`config.mk`:
```
export PLATFORM = sky130hd
export DESIGN_NAME = fkv_engine
export DESIGN_NICKNAME = d
export VERILOG_FILES = /design/src/hw/rtl/fkv_pkg.sv /design/src/hw/rtl/fkv_engine.sv
export SDC_FILE = /design/constraint.sdc
export NUM_CORES = 1
export LEC_CHECK = 0
export BUFFER_PORTS_ARGS = -buffer_cell sky130_fd_sc_hd__buf_2
export CORE_MARGIN = 1
export CORE_UTILIZATION = 55
export DETAILED_ROUTE_END_ITERATION = 10
export PLACE_DENSITY = 0.75
export SETUP_SLACK_MARGIN = 0.02
export SYNTH_ARGS = -nofsm -noshare
export SYNTH_HDL_FRONTEND = slang
export SYNTH_SLANG_ARGS = --single-unit
```
`constraint.sdc`:
```
create_clock -name clock -period 9.6 [get_ports clock]
set_clock_uncertainty 0.2 [all_clocks]
set_input_delay 0.48 -clock clock [delete_from_list [all_inputs] [get_ports clock]]
set_output_delay 0.48 -clock clock [all_outputs]
set_load 0.01 [all_outputs]
```
`src/hw/rtl/fkv_pkg.sv`:
```
// Shared constants, payload types and helper functions of the flash key/value log store.
`timescale 1ns / 1ps

package fkv_pkg;

   localparam int PAGE_BYTES       = 1024;
   localparam int PAGE_HW          = PAGE_BYTES / 2;
   localparam int MAX_BUCKETS      = 4;
   localparam int MAX_BUCKET_PAGES = 2;
   localparam int MAX_KEY_BYTES    = 8;
   localparam int MAX_DATA_BYTES   = 8;
   localparam int HEADER_BYTES     = 4;
   localparam int HDR_HW           = (HEADER_BYTES + 1) / 2;
   localparam int STORE_DEPTH      = MAX_BUCKETS * MAX_BUCKET_PAGES * PAGE_HW;
   localparam int ADDR_W           = $clog2(STORE_DEPTH);
   localparam int OFF_W            = $clog2(MAX_BUCKET_PAGES * PAGE_HW + 1);
   localparam int BKT_W            = $clog2(MAX_BUCKETS);
   localparam int CNT_W            = 3;
   localparam int LEN_W            = 9;
   localparam int HW_W             = 16;

   localparam logic [1:0] ACT_FORMAT = 2'd0;
   localparam logic [1:0] ACT_WRITE  = 2'd1;
   localparam logic [1:0] ACT_READ   = 2'd2;
   localparam logic [1:0] ACT_NEXT   = 2'd3;

   localparam logic [1:0] ST_OK    = 2'd0;
   localparam logic [1:0] ST_MISS  = 2'd1;
   localparam logic [1:0] ST_SMALL = 2'd2;
   localparam logic [1:0] ST_FULL  = 2'd3;

   typedef struct packed {
      logic [1:0]  action;
      logic [63:0] key;
      logic [3:0]  key_size;
      logic [63:0] data;
      logic [3:0]  data_size;
      logic [9:0]  handle;
      logic        handle_valid;
   } fkv_req_type;

   typedef struct packed {
      logic [1:0]  status;
      logic [63:0] out_key;
      logic [3:0]  out_key_size;
      logic [63:0] out_data;
      logic [3:0]  out_data_size;
      logic [9:0]  next_handle;
      logic        at_end;
   } fkv_rsp_type;

   typedef struct packed {
      logic [CNT_W-1:0] bucket_count;
      logic [1:0]       bucket_pages;
   } fkv_cfg_type;

   // Halfwords taken by a record, from its header halfword.
   function automatic logic [LEN_W-1:0] fkv_rec_len(input logic [15:0] hdr);
      logic [LEN_W-1:0] kw;
      logic [LEN_W-1:0] dw;
      kw = ({1'b0, hdr[7:0]} + 9'd1) >> 1;
      dw = ({1'b0, hdr[15:8]} + 9'd1) >> 1;
      return 9'd1 + kw + dw;
   endfunction

   function automatic logic [63:0] fkv_byte_mask(input logic [3:0] n);
      logic [63:0] m;
      for (int i = 0; i < 8; i++) begin
         m[8*i +: 8] = (4'(i) < n) ? 8'hFF : 8'h00;
      end
      return m;
   endfunction

endpackage

```
`src/hw/rtl/fkv_engine.sv`:
```
// Sequencer that walks, compacts and appends records through one memory port and one address adder.
`timescale 1ns / 1ps

module fkv_engine import fkv_pkg::*; (
   input  logic              clock,
   input  logic              reset,
   input  fkv_cfg_type       cfg,
   input  logic              cfg_wr,
   input  logic              start,
   input  fkv_req_type       req,
   output logic              idle,
   output logic              done,
   output fkv_rsp_type       rsp,
   input  logic              rsp_take,
   output logic              ram_we,
   output logic [ADDR_W-1:0] ram_addr,
   output logic [HW_W-1:0]   ram_wdata,
   input  logic [HW_W-1:0]   ram_rdata
);

   typedef enum logic [5:0] {
      S_IDLE, S_FMT, S_F_HDR, S_F_HDRW, S_F_WRD, S_F_WRW,
      S_W_FIT, S_W_ALLOC, S_W_STORE, S_W_REFIT,
      S_C_START, S_C_SRC, S_C_SRC_DONE, S_C_DUP, S_C_DUP_DONE, S_C_PLACE,
      S_C_CP_RD, S_C_CP_WR, S_C_NEXT, S_C_END,
      S_R_LOOP, S_R_CHECK,
      S_N_HSCAN, S_N_HSTEP, S_N_OUTER, S_N_CAND, S_N_DUP, S_N_DUP_DONE,
      S_DONE
   } state_type;

   typedef enum logic [1:0] {FM_HDR, FM_KEY, FM_ALL} fetch_mode_type;

   state_type      state_ff, state_in, ret_ff, ret_in;
   fetch_mode_type f_mode_ff, f_mode_in;
   logic [BKT_W-1:0] active_ff, active_in, nb_ff, nb_in, f_bkt_ff, f_bkt_in;
   logic [OFF_W-1:0] top_ff, top_in, src_ff, src_in, scan_ff, scan_in, dtop_ff, dtop_in;
   logic [OFF_W-1:0] f_off_ff, f_off_in;
   logic [LEN_W-1:0] f_cnt_ff, f_cnt_in, f_nwt_ff, f_nwt_in, cp_cnt_ff, cp_cnt_in;
   logic [7:0]       f_nkw_ff, f_nkw_in;
   logic [3:0]       ks_ff, ks_in, ds_ff, ds_in, dsz_ff, dsz_in, wcnt_ff, wcnt_in;
   logic [63:0]      key_ff, key_in, data_ff, data_in;
   logic [9:0]       handle_ff, handle_in;
   logic [15:0]      hdr_ff, hdr_in, c_hdr_ff, c_hdr_in;
   logic [63:0]      kv_ff, kv_in, dv_ff, dv_in, c_kv_ff, c_kv_in, c_dv_ff, c_dv_in;
   fkv_rsp_type      res_ff, res_in;

   logic [1:0]       pages_eff;
   logic [CNT_W-1:0] cnt_eff, nb_sum;
   logic [OFF_W-1:0] bhw;
   logic [2:0]       nkw, ndw;
   logic [3:0]       need, req_ks, req_ds;
   logic [LEN_W-1:0] hdr_len, c_len, hk, hd, widx;
   logic             key_hit, cand_hit;
   logic [BKT_W-1:0] sel_bkt;
   logic [OFF_W-1:0] sel_off;
   logic [1:0]       kidx, didx;

   // Effective geometry from the configuration registers.
   always_comb begin
      if (cfg.bucket_pages == 2'd0) begin
         pages_eff = 2'd1;
      end else if (cfg.bucket_pages > 2'(MAX_BUCKET_PAGES)) begin
         pages_eff = 2'(MAX_BUCKET_PAGES);
      end else begin
         pages_eff = cfg.bucket_pages;
      end
      if (cfg.bucket_count < CNT_W'(2)) begin
         cnt_eff = CNT_W'(2);
      end else if (cfg.bucket_count > CNT_W'(MAX_BUCKETS)) begin
         cnt_eff = CNT_W'(MAX_BUCKETS);
      end else begin
         cnt_eff = cfg.bucket_count;
      end
   end

   assign bhw      = OFF_W'(OFF_W'(pages_eff) * OFF_W'(PAGE_HW));
   assign nb_sum   = CNT_W'(active_ff) + CNT_W'(1);
   assign nkw      = 3'(({1'b0, ks_ff} + 5'd1) >> 1);
   assign ndw      = 3'(({1'b0, ds_ff} + 5'd1) >> 1);
   assign need     = 4'd1 + 4'(nkw) + 4'(ndw);
   assign hdr_len  = fkv_rec_len(hdr_ff);
   assign c_len    = fkv_rec_len(c_hdr_ff);
   assign hk       = ({1'b0, ram_rdata[7:0]} + 9'd1) >> 1;
   assign hd       = ({1'b0, ram_rdata[15:8]} + 9'd1) >> 1;
   assign key_hit  = (hdr_ff[7:0] == 8'(ks_ff)) && (kv_ff == key_ff);
   assign cand_hit = (hdr_ff[7:0] == c_hdr_ff[7:0]) && (kv_ff == c_kv_ff);
   assign widx     = f_cnt_ff - 9'(f_nkw_ff);

   assign req_ks = (req.key_size == 4'd0) ? 4'd1 :
                   (req.key_size > 4'(MAX_KEY_BYTES)) ? 4'(MAX_KEY_BYTES) : req.key_size;
   assign req_ds = (req.data_size > 4'(MAX_DATA_BYTES)) ? 4'(MAX_DATA_BYTES) : req.data_size;

   // The one address adder: bucket base plus halfword offset.
   always_comb begin
      sel_bkt = f_bkt_ff;
      sel_off = f_off_ff;
      case (state_ff)
         S_F_WRD: begin
            sel_off = OFF_W'(f_off_ff + OFF_W'(1) + OFF_W'(f_cnt_ff));
         end
         S_C_CP_RD: begin
            sel_bkt = active_ff;
            sel_off = OFF_W'(src_ff + OFF_W'(cp_cnt_ff));
         end
         S_C_CP_WR: begin
            sel_bkt = nb_ff;
            sel_off = OFF_W'(dtop_ff + OFF_W'(cp_cnt_ff));
         end
         S_W_STORE: begin
            sel_bkt = active_ff;
            sel_off = OFF_W'(top_ff + OFF_W'(wcnt_ff));
         end
         default: begin
         end
      endcase
      ram_addr = ADDR_W'(ADDR_W'(sel_bkt) * ADDR_W'(bhw)) + ADDR_W'(sel_off);
   end

   assign kidx = 2'(wcnt_ff - 4'd1);
   assign didx = 2'(wcnt_ff - 4'd1 - 4'(nkw));

   always_comb begin
      ram_we    = 1'b0;
      ram_wdata = ram_rdata;
      if (state_ff == S_W_STORE) begin
         ram_we = 1'b1;
         if (wcnt_ff == 4'd0) begin
            ram_wdata = {4'd0, ds_ff, 4'd0, ks_ff};
         end else if (wcnt_ff <= 4'(nkw)) begin
            ram_wdata = key_ff[{kidx, 4'd0} +: 16];
         end else begin
            ram_wdata = data_ff[{didx, 4'd0} +: 16];
         end
      end else if (state_ff == S_C_CP_WR) begin
         ram_we = 1'b1;
      end
   end

   always_comb begin
      state_in  = state_ff;
      ret_in    = ret_ff;
      f_mode_in = f_mode_ff;
      active_in = active_ff;
      nb_in     = nb_ff;
      f_bkt_in  = f_bkt_ff;
      top_in    = top_ff;
      src_in    = src_ff;
      scan_in   = scan_ff;
      dtop_in   = dtop_ff;
      f_off_in  = f_off_ff;
      f_cnt_in  = f_cnt_ff;
      f_nwt_in  = f_nwt_ff;
      f_nkw_in  = f_nkw_ff;
      cp_cnt_in = cp_cnt_ff;
      ks_in     = ks_ff;
      ds_in     = ds_ff;
      dsz_in    = dsz_ff;
      wcnt_in   = wcnt_ff;
      key_in    = key_ff;
      data_in   = data_ff;
      handle_in = handle_ff;
      hdr_in    = hdr_ff;
      c_hdr_in  = c_hdr_ff;
      kv_in     = kv_ff;
      dv_in     = dv_ff;
      c_kv_in   = c_kv_ff;
      c_dv_in   = c_dv_ff;
      res_in    = res_ff;

      case (state_ff)
         S_IDLE: begin
            if (start) begin
               ks_in     = req_ks;
               ds_in     = req_ds;
               dsz_in    = req.data_size;
               key_in    = req.key & fkv_byte_mask(req_ks);
               data_in   = req.data & fkv_byte_mask(req_ds);
               handle_in = req.handle;
               res_in    = '0;
               case (req.action)
                  ACT_FORMAT: begin
                     active_in = '0;
                     top_in    = bhw;
                     state_in  = S_DONE;
                  end
                  ACT_WRITE: begin
                     state_in = S_W_FIT;
                  end
                  ACT_READ: begin
                     src_in   = top_ff;
                     state_in = S_R_LOOP;
                  end
                  default: begin
                     src_in   = top_ff;
                     scan_in  = top_ff;
                     state_in = req.handle_valid ? S_N_HSCAN : S_N_OUTER;
                  end
               endcase
            end
         end

         S_FMT: begin
            active_in = '0;
            top_in    = bhw;
            state_in  = S_IDLE;
         end

         // Record fetch: the header, then the key halfwords, or the key and data halfwords, as the mode asks.
         S_F_HDR: begin
            state_in = S_F_HDRW;
         end
         S_F_HDRW: begin
            hdr_in   = ram_rdata;
            kv_in    = '0;
            dv_in    = '0;
            f_cnt_in = '0;
            f_nkw_in = 8'(hk);
            case (f_mode_ff)
               FM_HDR:  f_nwt_in = '0;
               FM_KEY:  f_nwt_in = hk;
               default: f_nwt_in = LEN_W'(hk + hd);
            endcase
            if (f_mode_ff == FM_HDR || (f_mode_ff == FM_KEY && hk == '0)) begin
               state_in = ret_ff;
            end else begin
               state_in = S_F_WRD;
            end
         end
         S_F_WRD: begin
            state_in = S_F_WRW;
         end
         S_F_WRW: begin
            if (f_cnt_ff < 9'(f_nkw_ff)) begin
               if (f_cnt_ff < 9'd4) begin
                  kv_in[{f_cnt_ff[1:0], 4'd0} +: 16] = ram_rdata;
               end
            end else if (widx < 9'd4) begin
               dv_in[{widx[1:0], 4'd0} +: 16] = ram_rdata;
            end
            f_cnt_in = f_cnt_ff + 9'd1;
            state_in = (f_cnt_ff + 9'd1 == f_nwt_ff) ? ret_ff : S_F_WRD;
         end

         // Append.
         S_W_FIT: begin
            state_in = (top_ff < OFF_W'(HDR_HW) + OFF_W'(need)) ? S_C_START : S_W_ALLOC;
         end
         S_W_REFIT: begin
            if (top_ff < OFF_W'(HDR_HW) + OFF_W'(need)) begin
               res_in.status = ST_FULL;
               state_in      = S_DONE;
            end else begin
               state_in = S_W_ALLOC;
            end
         end
         S_W_ALLOC: begin
            top_in   = top_ff - OFF_W'(need);
            wcnt_in  = '0;
            state_in = S_W_STORE;
         end
         S_W_STORE: begin
            wcnt_in = wcnt_ff + 4'd1;
            if (wcnt_ff + 4'd1 == need) begin
               res_in.status = ST_OK;
               state_in      = S_DONE;
            end
         end

         // Compaction into the next bucket of the ring.
         S_C_START: begin
            nb_in    = (nb_sum >= cnt_eff) ? '0 : BKT_W'(nb_sum);
            src_in   = top_ff;
            dtop_in  = bhw;
            state_in = S_C_SRC;
         end
         S_C_SRC: begin
            if (src_ff >= bhw) begin
               state_in = S_C_END;
            end else begin
               f_bkt_in  = active_ff;
               f_off_in  = src_ff;
               f_mode_in = FM_KEY;
               ret_in    = S_C_SRC_DONE;
               state_in  = S_F_HDR;
            end
         end
         S_C_SRC_DONE: begin
            c_hdr_in = hdr_ff;
            c_kv_in  = kv_ff;
            scan_in  = dtop_ff;
            state_in = key_hit ? S_C_NEXT : S_C_DUP;
         end
         S_C_DUP: begin
            if (scan_ff >= bhw) begin
               state_in = S_C_PLACE;
            end else begin
               f_bkt_in  = nb_ff;
               f_off_in  = scan_ff;
               f_mode_in = FM_KEY;
               ret_in    = S_C_DUP_DONE;
               state_in  = S_F_HDR;
            end
         end
         S_C_DUP_DONE: begin
            if (cand_hit) begin
               state_in = S_C_NEXT;
            end else begin
               scan_in  = OFF_W'(scan_ff + OFF_W'(hdr_len));
               state_in = S_C_DUP;
            end
         end
         S_C_PLACE: begin
            if (dtop_ff >= OFF_W'(HDR_HW) + OFF_W'(c_len)) begin
               dtop_in   = dtop_ff - OFF_W'(c_len);
               cp_cnt_in = '0;
               state_in  = S_C_CP_RD;
            end else begin
               state_in = S_C_NEXT;
            end
         end
         S_C_CP_RD: begin
            state_in = S_C_CP_WR;
         end
         S_C_CP_WR: begin
            cp_cnt_in = cp_cnt_ff + 9'd1;
            state_in  = (cp_cnt_ff + 9'd1 == c_len) ? S_C_NEXT : S_C_CP_RD;
         end
         S_C_NEXT: begin
            src_in   = OFF_W'(src_ff + OFF_W'(c_len));
            state_in = S_C_SRC;
         end
         S_C_END: begin
            active_in = nb_ff;
            top_in    = dtop_ff;
            state_in  = S_W_REFIT;
         end

         // Lookup of the newest record with the key.
         S_R_LOOP: begin
            if (src_ff >= bhw) begin
               res_in.status = ST_MISS;
               state_in      = S_DONE;
            end else begin
               f_bkt_in  = active_ff;
               f_off_in  = src_ff;
               f_mode_in = FM_ALL;
               ret_in    = S_R_CHECK;
               state_in  = S_F_HDR;
            end
         end
         S_R_CHECK: begin
            if (key_hit) begin
               res_in.out_data_size = hdr_ff[11:8];
               if ({4'd0, dsz_ff} < hdr_ff[15:8]) begin
                  res_in.status = ST_SMALL;
               end else begin
                  res_in.status   = ST_OK;
                  res_in.out_data = dv_ff;
               end
               state_in = S_DONE;
            end else begin
               src_in   = OFF_W'(src_ff + OFF_W'(hdr_len));
               state_in = S_R_LOOP;
            end
         end

         // Iteration over distinct keys.
         S_N_HSCAN: begin
            if (scan_ff >= bhw) begin
               res_in.status = ST_MISS;
               res_in.at_end = 1'b1;
               state_in      = S_DONE;
            end else begin
               f_bkt_in  = active_ff;
               f_off_in  = scan_ff;
               f_mode_in = FM_HDR;
               ret_in    = S_N_HSTEP;
               state_in  = S_F_HDR;
            end
         end
         S_N_HSTEP: begin
            if (scan_ff == OFF_W'(handle_ff)) begin
               src_in   = OFF_W'(scan_ff + OFF_W'(hdr_len));
               state_in = S_N_OUTER;
            end else begin
               scan_in  = OFF_W'(scan_ff + OFF_W'(hdr_len));
               state_in = S_N_HSCAN;
            end
         end
         S_N_OUTER: begin
            if (src_ff >= bhw) begin
               res_in.status = ST_MISS;
               res_in.at_end = 1'b1;
               state_in      = S_DONE;
            end else begin
               f_bkt_in  = active_ff;
               f_off_in  = src_ff;
               f_mode_in = FM_ALL;
               ret_in    = S_N_CAND;
               state_in  = S_F_HDR;
            end
         end
         S_N_CAND: begin
            c_hdr_in = hdr_ff;
            c_kv_in  = kv_ff;
            c_dv_in  = dv_ff;
            scan_in  = top_ff;
            state_in = S_N_DUP;
         end
         S_N_DUP: begin
            if (scan_ff >= src_ff) begin
               res_in.status        = ST_OK;
               res_in.out_key       = c_kv_ff;
               res_in.out_key_size  = c_hdr_ff[3:0];
               res_in.out_data      = c_dv_ff;
               res_in.out_data_size = c_hdr_ff[11:8];
               res_in.next_handle   = src_ff[9:0];
               state_in             = S_DONE;
            end else begin
               f_bkt_in  = active_ff;
               f_off_in  = scan_ff;
               f_mode_in = FM_KEY;
               ret_in    = S_N_DUP_DONE;
               state_in  = S_F_HDR;
            end
         end
         S_N_DUP_DONE: begin
            if (cand_hit) begin
               src_in   = OFF_W'(src_ff + OFF_W'(c_len));
               state_in = S_N_OUTER;
            end else begin
               scan_in  = OFF_W'(scan_ff + OFF_W'(hdr_len));
               state_in = S_N_DUP;
            end
         end

         S_DONE: begin
            if (rsp_take) begin
               state_in = S_IDLE;
            end
         end

         default: begin
            state_in = S_IDLE;
         end
      endcase

      if (cfg_wr) begin
         state_in = S_FMT;
      end
   end

   always_ff @(posedge clock) begin
      if (reset) begin
         state_ff  <= S_IDLE;
         active_ff <= '0;
         top_ff    <= OFF_W'(PAGE_HW);
      end else begin
         state_ff  <= state_in;
         active_ff <= active_in;
         top_ff    <= top_in;
      end
      ret_ff    <= ret_in;
      f_mode_ff <= f_mode_in;
      nb_ff     <= nb_in;
      f_bkt_ff  <= f_bkt_in;
      src_ff    <= src_in;
      scan_ff   <= scan_in;
      dtop_ff   <= dtop_in;
      f_off_ff  <= f_off_in;
      f_cnt_ff  <= f_cnt_in;
      f_nwt_ff  <= f_nwt_in;
      f_nkw_ff  <= f_nkw_in;
      cp_cnt_ff <= cp_cnt_in;
      ks_ff     <= ks_in;
      ds_ff     <= ds_in;
      dsz_ff    <= dsz_in;
      wcnt_ff   <= wcnt_in;
      key_ff    <= key_in;
      data_ff   <= data_in;
      handle_ff <= handle_in;
      hdr_ff    <= hdr_in;
      c_hdr_ff  <= c_hdr_in;
      kv_ff     <= kv_in;
      dv_ff     <= dv_in;
      c_kv_ff   <= c_kv_in;
      c_dv_ff   <= c_dv_in;
      res_ff    <= res_in;
   end

   assign idle = (state_ff == S_IDLE);
   assign done = (state_ff == S_DONE);
   assign rsp  = res_ff;

   // The log top never runs past the bucket end, except while a new geometry settles.
   assert property (@(posedge clock) disable iff (reset)
      (state_ff != S_FMT) |-> (top_ff <= bhw))
      else $error("log top beyond bucket end");

   assert property (@(posedge clock) disable iff (reset)
      (state_ff != S_FMT) |-> (CNT_W'(active_ff) < cnt_eff))
      else $error("active bucket outside the ring");

   // Appends never land in the reserved bucket header.
   assert property (@(posedge clock) disable iff (reset)
      (state_ff == S_W_STORE) |-> (top_ff >= OFF_W'(HDR_HW)))
      else $error("record written into bucket header");

   assert property (@(posedge clock) disable iff (reset)
      (state_ff == S_DONE && rsp_take && !cfg_wr) |=> (state_ff == S_IDLE))
      else $error("result handed over but sequencer not idle");

endmodule

```
# == Yosys cells after proc, flatten, opt, wreduce, memory -nomap -nowiden ==
# Cells that the tools add are included.
# word_totals
ff_bits,701
input_bits,175
output_inout_bits,180
wordCells,369
# classes
n_addsub,37
n_mul,1
magnitude_cmp,32
n_eq_ne,74
n_shift,6
n_mux,124
bitwise,2
n_reduce_logical,57
# ops
operator,count
two-way mux 64 bit,5
one-hot mux 64 bit (2 select lines),2
one-hot mux 68 bit (3 select lines),1
two-way mux 11 bit,15
one-hot mux 6 bit (26 select lines),1
two-way mux 149 bit,1
two-way mux 148 bit,1
one-hot mux 68 bit (2 select lines),1
bitwise AND 64 bit,2
bitwise mux 64 bit,2
equality test 64 bit,2
two-way mux 8 bit,16
"variable shift 16 x 8 -> 64 bit, first input constant",2
indexed part select 16 x 8 -> 64 bit,2
indexed part select 64 x 7 -> 16 bit,2
one-hot mux 11 bit (4 select lines),2
"equality test 6 x 5 -> 1 bit, second input constant",13
two-way mux 68 bit,1
adder 11 x 9 -> 11 bit,6
two-way mux 6 bit,11
one-hot mux 11 bit (6 select lines),1
"!= test 2 bit, second input constant",28
one-hot mux 11 bit (5 select lines),1
"adder 8 x 1 -> 9 bit, second input constant",6
other kinds (90),209

# == Depth between registers and ports, before layout ==
# Gate-level depths: netlist (run 1).
# depth
word_depth,8
mapped_depth,21
mapped_depth_nobuf,20

# == Worst setup path after synthesis (run 1) ==
# No wires, ideal clock.
# synth_path
kind,register to register
start,reg state_ff[4]
end,"reg res_ff, in the netlist rsp[100], enable pin"
setup_ns,0.435
t_arrival_ns,6.130
t_required_ns,8.965
slack_ns,2.835
path_stages_with_launch,5
path_buffers,1
synth_period_minus_slack_ns,6.765
cell_sequence,dfxtp_1 -> buf_2 -> nor4_4 -> and3_1 -> a21o_1
# synth_via
elab_chain_len,3
word_cells_on_any_way,6
cone_classes,eq/ne (3); reduce/logical (3)
# synth_rtl
element,line,rtl
start: declaration,fkv_engine.sv:33,"state_type state_ff, state_in, ret_ff, ret_in;"
start signal: assignment,fkv_engine.sv:459,state_ff <= state_in;
equality test 6 x 5 -> 1 bit or zero test 6 bit (tied branches),fkv_engine.sv:170,case (state_ff)
!= test 2 bit (no source line) or nonzero test 2 bit (tied branches),n/a,
AND reduction 3 bit (no source line) *,n/a,
end signal: assignment,fkv_engine.sv:488,res_ff <= res_in;
end: declaration,fkv_engine.sv:45,"fkv_rsp_type res_ff, res_in;"
# Every way passes the cells marked *; elsewhere a longest branch is shown, timed or not.
# A chain may end at the register's enable or synchronous reset.

# == Worst setup path in the final report (run 1) ==
# layout_path
start,reg state_ff[4]
end,out ram_addr[11]
# layout_via
elab_chain_len,5
word_cells_on_any_way,9
cone_classes,add/sub (1); mul (1); eq/ne (4); mux (2); reduce/logical (1)
# layout_rtl
element,line,rtl
equality test 6 x 4 -> 1 bit or equality test 6 x 5 -> 1 bit (tied branches),fkv_engine.sv:97,case (state_ff)
OR reduction 2 bit (no source line),n/a,
one-hot mux 2 bit (2 select lines),fkv_engine.sv:97,
multiplier 2 x 2 -> 3 bit,fkv_engine.sv:116,ram_addr = ADDR_W'(ADDR_W'(sel_bkt) * ADDR_W'(bhw)) + ADDR_W'(sel_off);
adder 12 x 11 -> 12 bit *,fkv_engine.sv:116,
end: declaration,fkv_engine.sv:16,"output logic [ADDR_W-1:0] ram_addr,"
# Marked as above.

==> impl_metrics.prom, run 1 <==
# TYPE chip_impl_metric gauge
chip_impl_info{name="status",value="completed"} 1
chip_impl_metric{name="async_flop_share",unit="%"} 0
chip_impl_metric{name="final.setup.tns",unit="ps"} 0
chip_impl_info{name="cts_tree",value="done"} 1
chip_impl_info{name="cp_startpoint_kind",value="flop"} 1
chip_impl_metric{name="diodes",unit=""} 0
chip_impl_metric{name="synth-xor-area-share",unit="%"} 7.23
chip_impl_metric{name="floorplan.die.width",unit="um"} 262
chip_impl_metric{name="utilization",unit="%"} 65.4
chip_impl_metric{name="dpl_cell_area",unit="mm^2"} 0.0398
chip_impl_metric{name="fillCellCount",unit=""} 4952
chip_impl_metric{name="edff_count_synth",unit=""} 680
chip_impl_metric{name="floorplan.initialDensity",unit="%"} 56.0
chip_impl_metric{name="syn-cell-area",unit="mm^2"} 0.0371
chip_impl_info{name="hold_path.class",value="in2reg"} 1
chip_impl_metric{name="area_delta_synth_final",unit="%"} 16.9
chip_impl_metric{name="max_cap_viol_count",unit=""} 0
chip_impl_metric{name="synth_area_per_cell",unit="um^2"} 11.8
chip_impl_metric{name="vias_per_cell",unit=""} 6.17
chip_impl_info{name="timing_worst_setup_path_type",value="reg2out"} 1
chip_impl_metric{name="placeableCoreArea",unit="mm^2"} 0.0663
chip_impl_metric{name="route.detailed.drc",unit=""} 0
chip_impl_metric{name="final_cells",unit=""} 4511
chip_impl_metric{name="worst-path-max-fanout",unit=""} 20
chip_impl_metric{name="dr.pass1.iters",unit=""} 6
chip_impl_metric{name="distinct_cells_synth",unit=""} 79
chip_impl_metric{name="route.antenna.remaining_nets",unit=""} 0
chip_impl_metric{name="worst-slew-pin-transition",unit="ps"} 1350
chip_impl_metric{name="final-setup-viol-count",unit=""} 0
chip_impl_metric{name="io-pin-count",unit=""} 355
chip_impl_metric{name="grt_antenna_before_repair",unit=""} 4
chip_impl_metric{name="detail_route.wirelength",unit="um"} 118000
chip_impl_metric{name="cts_sinks",unit=""} 698
chip_impl_metric{name="final_replace_weighted_congestion",unit=""} 1.04
chip_impl_metric{name="synth-seq-area-share",unit="%"} 56.0
chip_impl_metric{name="place_inst",unit=""} 4263
chip_impl_metric{name="post_syn_instances",unit=""} 3150
chip_impl_metric{name="fin_nets",unit=""} 3928
chip_impl_metric{name="synth-seq-cells",unit=""} 698
chip_impl_metric{name="maximum_number_of_pins_on_one_net_before_global_route_repair",unit=""} 123
chip_impl_metric{name="die_height",unit="um"} 262
chip_impl_metric{name="wl_per_cell",unit="um"} 26.1
chip_impl_metric{name="global_route.overflow_total",unit=""} 0
chip_impl_metric{name="highest_attainable_clock_frequency",unit="GHz"} 0.162
chip_impl_metric{name="timing.slew.headroom",unit="%"} 9.06
chip_impl_metric{name="power.static_leakage",unit="nW"} 16.5
chip_impl_metric{name="input_output_buffers",unit=""} 353
chip_impl_metric{name="power.density",unit="mW/mm^2"} 173
chip_impl_metric{name="numCtsBuffers",unit=""} 75
chip_impl_metric{name="finalHoldViolCount",unit=""} 0
chip_impl_metric{name="drt_first_iter_violations",unit=""} 3377
chip_impl_metric{name="final.period_utilization",unit="%"} 64.1
chip_impl_metric{name="routed_vias",unit=""} 27815
chip_impl_metric{name="clock_latency",unit="ps"} 640
chip_impl_info{name="synth-main-ff-cell",value="edfxtp_1"} 1
chip_impl_metric{name="yosys_warnings",unit=""} 0
chip_impl_metric{name="power.ir.vdd_worst",unit="uV"} 131
chip_impl_metric{name="htree_num_levels",unit=""} 3
chip_impl_info{name="rsz0062_at_grt",value="no"} 1
chip_impl_metric{name="worst_ep_required_time",unit="ps"} 8920
chip_impl_metric{name="clk_transition_reported_paths",unit="ps"} 60
chip_impl_metric{name="post_synth_fa_ha_maj_area_fraction",unit="%"} 5.82
chip_impl_metric{name="first_global_vias",unit=""} 27244
chip_impl_metric{name="design.die.area",unit="mm^2"} 0.0686
chip_impl_metric{name="ctsLongestPathBuffers",unit=""} 3
chip_impl_metric{name="totalPowerFinal",unit="mW"} 7.51
chip_impl_info{name="root_buffer",value="clkbuf_16"} 1
chip_impl_metric{name="compound_gate_fraction_of_synth_area",unit="%"} 10.5
chip_impl_metric{name="global_route_wire_length_before_repair",unit="um"} 171000
chip_impl_metric{name="arrival_time_at_the_worst_endpoint",unit="ps"} 5480
chip_impl_info{name="combinational_family_with_the_most_area_after_synthesis",value="simple AND/OR/NAND/NOR gates"} 1
chip_impl_metric{name="post-dp-hpwl",unit="um"} 83700
chip_impl_metric{name="standard_cell_row_count",unit=""} 94
chip_impl_metric{name="final_max_slew_viol_count",unit=""} 0
chip_impl_metric{name="post_synth_and_or_nand_nor_area_fraction",unit="%"} 14.6
chip_impl_metric{name="total_track_usage",unit="%"} 34.1
chip_impl_info{name="crit_path_end_kind",value="primary output"} 1
chip_impl_metric{name="syn-num-nets",unit=""} 3490
chip_impl_metric{name="fraction_of_synthesized_area_in_multiplexers",unit="%"} 3.08
chip_impl_metric{name="post_route_cells_drive_above_1_share",unit="%"} 16.3
chip_impl_metric{name="layout.cell_area.non_filler",unit="mm^2"} 0.0434
chip_impl_metric{name="layout_min_cycle_time",unit="ps"} 6160
## synth_stat cells (6+ instances only)
library cell / instances / area share (%)
edfxtp_1: 680 / 55
nor2_1: 296 / 3.0
nor2b_1: 259 / 4.4
a21oi_1: 221 / 3.0
ha_1: 152 / 5.1
xnor2_1: 151 / 3.6
xor2_1: 149 / 3.5
nand2_1: 145 / 1.5
inv_1: 109 / 1.1
clkbuf_1: 108 / 1.1
o21ai_0: 100 / 1.3
and2_1: 94 / 1.6
a22o_1: 73 / 1.7
nor3_1: 50 / 0.67
nand3_1: 47 / 0.63
a21o_1: 39 / 0.79
nand4_1: 34 / 0.57
nor4_1: 34 / 0.57
mux4_2: 32 / 1.9
a211oi_1: 24 / 0.49
buf_2: 23 / 0.31
nand2b_1: 23 / 0.39
mux2i_1: 22 / 0.59
a22oi_1: 19 / 0.38
and3_1: 19 / 0.32
dfxtp_1: 18 / 0.97
mux2_2: 18 / 0.55
o21a_1: 17 / 0.34
buf_1: 13 / 0.13
fa_1: 13 / 0.70
a31oi_1: 12 / 0.20
o21bai_1: 11 / 0.22
a21boi_0: 8 / 0.16
and4_1: 8 / 0.19
or3_1: 8 / 0.13
a221o_1: 7 / 0.19
o211ai_1: 7 / 0.14
o22ai_1: 6 / 0.10
o31ai_1: 6 / 0.12
## power by group
group	internal [mW]	switching [mW]
combinational	0.377	0.596
clock	1.70	1.24
sequential	3.50	0.0908
## worst max-delay path, cell delays in order, from the launching register on
cell and delay (ps):
dfxtp_1 340, inv_2 130, or4_1 800, nor2_4 440
nor2_1 90, a21o_1 190, ha_1 300, a211oi_1 290
o21ai_0 170, a21oi_1 210, o21ai_0 130, a21oi_1 220
xnor2_1 90, o221ai_1 180, o21a_1 160, ha_1 150
inv_1 50, fa_1 370, xor2_1 160, xnor2_1 210
buf_2 170
## per-layer routing
layer	share of wire, %	global-route usage [%]	up-vias
li1	-	-	12363
met1	39	46.2	13445
met2	46	53.8	1700
met3	9.9	5.31	303
met4	5.1	16.7	4
met5	0.013	0	-
## area by class of cell
class / count / area (um^2) / share of cell area, %
flip-flops and latches: 698 / 20800 / 47.9
multi-input cells: 2194 / 15400 / 35.5
repair buffers: 508 / 3210 / 7.40
clock buffers: 85 / 1920 / 4.43
well taps: 864 / 1080 / 2.49
clock inverters: 51 / 566 / 1.30
inverters: 111 / 417 / 0.960
## flip-flops by register name (all words and copies together), names as in the netlist, 5 cells and up
signal	flops
hdr_ff	16
dtop_ff	11
f_off_ff	11
src_ff	11
dv_ff	64
state_ff	5
kv_ff	64
f_cnt_ff	9
c_hdr_ff	16
rsp	149
c_dv_ff	64
key_ff	64
handle_ff	10
scan_ff	11
c_kv_ff	64
top_ff	11
f_nkw_ff	8
cp_cnt_ff	9
f_nwt_ff	9
data_ff	64
## cells in the final DEF, fill, tap and decap left out, drive strengths merged, types with 19 or more instances in the layout
cell,netlist,routed
edfxtp,680,680
buf,39,396
nor2,298,298
nor2b,260,260
a21oi,223,223
xnor2,153,153
ha,152,152
xor2,149,149
nand2,145,145
inv,111,116
dlygate4sd3,0,112
o21ai,103,103
and2,94,94
clkbuf,108,85
a22o,73,73
nor3,52,52
nand3,47,47
a21o,39,39
nor4,36,36
nand4,34,34
clkinv,0,33
mux4,32,32
a211oi,25,25
nand2b,23,23
mux2i,22,22
a22oi,19,19
and3,19,19
## what timing repair did
| item | in CTS | in global routing |
|---|---|---|
| endpoints found under the hold margin | 112 | 0 |
| hold buffers | 112 | 0 |
| setup buffers | 0 | 0 |
| resized for setup | 0 | 0 |
## cells by family after synthesis
group                      count (synthesis)
and+or+nand+nor                         1048
DFF                                      698
AOI/OAI and AO/OA                        606
xor gates and xnor gates                 303
buffers and inverters                    258
adders and majority gates                165
muxes                                     72
## stage by stage
step	setup WS, ps	hold WS, ps
after detailed placement	4140	257
final	3440	9.87
after global routing	3130	18.3
after CTS	3510	4.48
after floorplan	2840	224
after global placement	4280	258
## path summary, 6_finish.rpt
check	from	cells past startpoint	end	slack, ps
max	state_ff[4]$_SDFFE_PP0P_	20	ram_addr[11]	3440
min	req[42]	2	data_ff[27]$_DFFE_PP_	10
max reg2reg	c_hdr_ff[1]$_DFFE_PP_	19	cp_cnt_ff[5]$_SDFFCE_PN0P_	4000
min reg2reg	dv_ff[50]$_SDFFCE_PN0P_	0	c_dv_ff[50]$_DFFE_PP_	280
No activity file was read; power rests on OpenSTA's default activity.
==> inputs of run 2 (changes only) <==
--- a/config.mk
+++ b/config.mk
@@ -7,9 +7,9 @@
 export LEC_CHECK = 0
 export BUFFER_PORTS_ARGS = -buffer_cell sky130_fd_sc_hd__buf_2
 export CORE_MARGIN = 1
-export CORE_UTILIZATION = 55
+export CORE_UTILIZATION = 54
 export DETAILED_ROUTE_END_ITERATION = 10
-export PLACE_DENSITY = 0.75
+export PLACE_DENSITY = 0.77
 export SETUP_SLACK_MARGIN = 0.02
 export SYNTH_ARGS = -nofsm -noshare
 export SYNTH_HDL_FRONTEND = slang
==> constraint.sdc (replaced) <==
create_clock -name clock -period 5.4 [get_ports clock]
set_clock_uncertainty 0.2 [all_clocks]
set_input_delay 0.27 -clock clock [delete_from_list [all_inputs] [get_ports clock]]
set_output_delay 0.27 -clock clock [all_outputs]
set_load 0.01 [all_outputs]
==> run 2 against run 1 <==
Effect of this change:
- wire length rose by 1.0%
- non-clock buffer count grew 96
- die area is 1.8% higher
- sequential power increased by 78%
- register-to-register slack got worse by 3500 ps
- clock power rose by 79%
- combinational power grew 84%
- core utilization up 0.31 points
==> impl_metrics.prom, run 2 (same netlist as run 1, synthesis figures left out) <==
# TYPE chip_impl_metric gauge
chip_impl_info{name="status",value="completed"} 1
chip_impl_info{name="hold_path.class",value="in2reg"} 1
chip_impl_info{name="crit_path_end_kind",value="primary output"} 1
chip_impl_metric{name="cts_sinks",unit=""} 698
chip_impl_metric{name="numCtsBuffers",unit=""} 73
chip_impl_metric{name="power.density",unit="mW/mm^2"} 302
chip_impl_metric{name="dr.pass1.iters",unit=""} 6
chip_impl_metric{name="clk_transition_reported_paths",unit="ps"} 60
chip_impl_metric{name="layout_min_cycle_time",unit="ps"} 5180
chip_impl_metric{name="final.period_utilization",unit="%"} 95.9
chip_impl_metric{name="route.detailed.drc",unit=""} 0
chip_impl_metric{name="final_max_slew_viol_count",unit=""} 0
chip_impl_metric{name="drt_first_iter_violations",unit=""} 3401
chip_impl_metric{name="worst-path-max-fanout",unit=""} 11
chip_impl_metric{name="post-dp-hpwl",unit="um"} 80400
chip_impl_metric{name="clock_latency",unit="ps"} 640
chip_impl_metric{name="highest_attainable_clock_frequency",unit="GHz"} 0.193
chip_impl_metric{name="vias_per_cell",unit=""} 6.14
chip_impl_metric{name="regArea",unit="mm^2"} 0.0208
chip_impl_info{name="cp_startpoint_kind",value="flop"} 1
chip_impl_info{name="timing_worst_setup_path_type",value="reg2out"} 1
chip_impl_metric{name="area_delta_synth_final",unit="%"} 19.7
chip_impl_metric{name="die_height",unit="um"} 264
chip_impl_metric{name="io-pin-count",unit=""} 355
chip_impl_metric{name="detail_route.wirelength",unit="um"} 119000
chip_impl_metric{name="timing.slew.headroom",unit="%"} 21.7
chip_impl_metric{name="placeableCoreArea",unit="mm^2"} 0.0676
chip_impl_metric{name="fin_nets",unit=""} 4022
chip_impl_metric{name="design.die.area",unit="mm^2"} 0.0698
chip_impl_metric{name="routed_vias",unit=""} 28309
chip_impl_metric{name="first_global_vias",unit=""} 27642
chip_impl_metric{name="floorplan.initialDensity",unit="%"} 54.9
chip_impl_metric{name="totalPowerFinal",unit="mW"} 13.4
chip_impl_metric{name="ctsLongestPathBuffers",unit=""} 3
chip_impl_metric{name="grt_antenna_before_repair",unit=""} 4
chip_impl_metric{name="floorplan.die.width",unit="um"} 264
chip_impl_info{name="layout_commonest_cell",value="edfxtp_1"} 1
chip_impl_metric{name="final_replace_weighted_congestion",unit=""} 0.989
chip_impl_info{name="cts_tree",value="done"} 1
chip_impl_metric{name="power.static_leakage",unit="nW"} 17.0
chip_impl_metric{name="final-setup-viol-count",unit=""} 0
chip_impl_metric{name="max_cap_viol_count",unit=""} 0
chip_impl_metric{name="post_route_cells_drive_above_1_share",unit="%"} 16.9
chip_impl_info{name="layout_common_cells",value="edfxtp_1, buf_2, nor2_1, nor2b_1, a21oi_1"} 1
chip_impl_metric{name="route.antenna.remaining_nets",unit=""} 0
chip_impl_metric{name="power.ir.vdd_worst",unit="uV"} 285
chip_impl_metric{name="fillCellCount",unit=""} 4962
chip_impl_metric{name="finalHoldViolCount",unit=""} 0
chip_impl_metric{name="total_track_usage",unit="%"} 33.9
chip_impl_metric{name="multi_input_comb_area",unit="mm^2"} 0.0155
chip_impl_metric{name="global_route.overflow_total",unit=""} 0
chip_impl_metric{name="worst-slew-pin-transition",unit="ps"} 1170
chip_impl_metric{name="htree_num_levels",unit=""} 3
chip_impl_metric{name="worst_ep_required_time",unit="ps"} 4930
chip_impl_metric{name="standard_cell_row_count",unit=""} 95
chip_impl_metric{name="largest_reg_flops",unit=""} 149
chip_impl_metric{name="final.setup.tns",unit="ps"} 0
chip_impl_metric{name="wl_per_cell",unit="um"} 25.8
chip_impl_metric{name="global_route_wire_length_before_repair",unit="um"} 176000
chip_impl_metric{name="arrival_time_at_the_worst_endpoint",unit="ps"} 4710
chip_impl_metric{name="diodes",unit=""} 0
chip_impl_metric{name="input_output_buffers",unit=""} 353
chip_impl_metric{name="maximum_number_of_pins_on_one_net_before_global_route_repair",unit=""} 151
chip_impl_info{name="root_buffer",value="clkbuf_16"} 1
run 2: per-layer routing:
layer | global-route usage (%) | routed length (um) | up-vias
li1 | - | - | 12555
met1 | 45.2 | 45300 | 13691
met2 | 55.2 | 56600 | 1778
met3 | 5.86 | 11900 | 285
met4 | 13.5 | 5000 | 0
met5 | 0 | 0 | -
run 2: metrics by stage:
step | setup WS (ps) | std cells | area, um^2 | utilization (%) | hold WS, ps
final | 223 | 4609 | 44500 | 65.7 | 35.9
after global routing | -50.8 | 4609 | 44500 | 65.7 | 7.63
after CTS | 45.8 | 4605 | 44400 | 65.6 | 0.310
after detailed placement | 532 | 4295 | 40100 | 59.2 | 248
after global placement | 543 | 4295 | 40100 | 59.2 | 247
after floorplan | 277 | 3150 | 37100 | - | 139
run 2: where the power goes:
group / switching (mW) / leakage [nW] / internal (mW) / total, mW
Sequential: 0.171 / 6.62 / 6.22 / 6.39
Clock: 2.20 / 1.19 / 3.07 / 5.27
Combinational: 1.05 / 9.14 / 0.733 / 1.79
Total: 3.43 / 17.0 / 10.0 / 13.4
run 2: area by class of cell:
class / instances / area share [%]
Clock buffer: 89 / 4.29
Multi-Input combinational cell: 2194 / 34.9
Timing Repair Buffer: 604 / 9.40
Tap cell: 873 / 2.46
Inverter: 111 / 0.948
Sequential cell: 698 / 46.7
Clock inverter: 40 / 1.27
run 2: worst max-delay path, cell delays in order (launching register included):
cell,delay (ps)
dfxtp_4,370
inv_6,60
or4_4,500
nor2_4,220
nor2_1,70
a21o_1,180
ha_1,310
a211oi_2,260
o21ai_2,100
a21oi_2,160
o21ai_0,110
a21oi_1,160
xnor2_1,80
o221ai_1,180
o21a_1,250
ha_1,180
inv_1,60
fa_2,400
xor2_2,180
xnor2_1,130
buf_2,150
run 2: worst paths after layout:
kind,depth (start not counted),to,from,slack (ps)
setup / recovery,20,ram_addr[11],state_ff[4]$_SDFFE_PP0P_,220
hold / removal,1,hdr_ff[4]$_DFFE_PP_,ram_rdata[4],40
setup reg to reg,20,cp_cnt_ff[2]$_SDFFCE_PN0P_,c_hdr_ff[0]$_DFFE_PP_,540
hold reg to reg,0,c_dv_ff[33]$_DFFE_PP_,dv_ff[33]$_SDFFCE_PN0P_,270
run 2: timing repair:
| action | 4_1_cts | 5_1_grt |
|---|---|---|
| hold buffers | 179 | 0 |
| pin swaps | 3 | 17 |
| setup buffers | 2 | 4 |
| gates resized for setup | 4 | 21 |
| endpoints found under the setup margin | 2 | 22 |
| endpoints found under the hold margin | 180 | 0 |
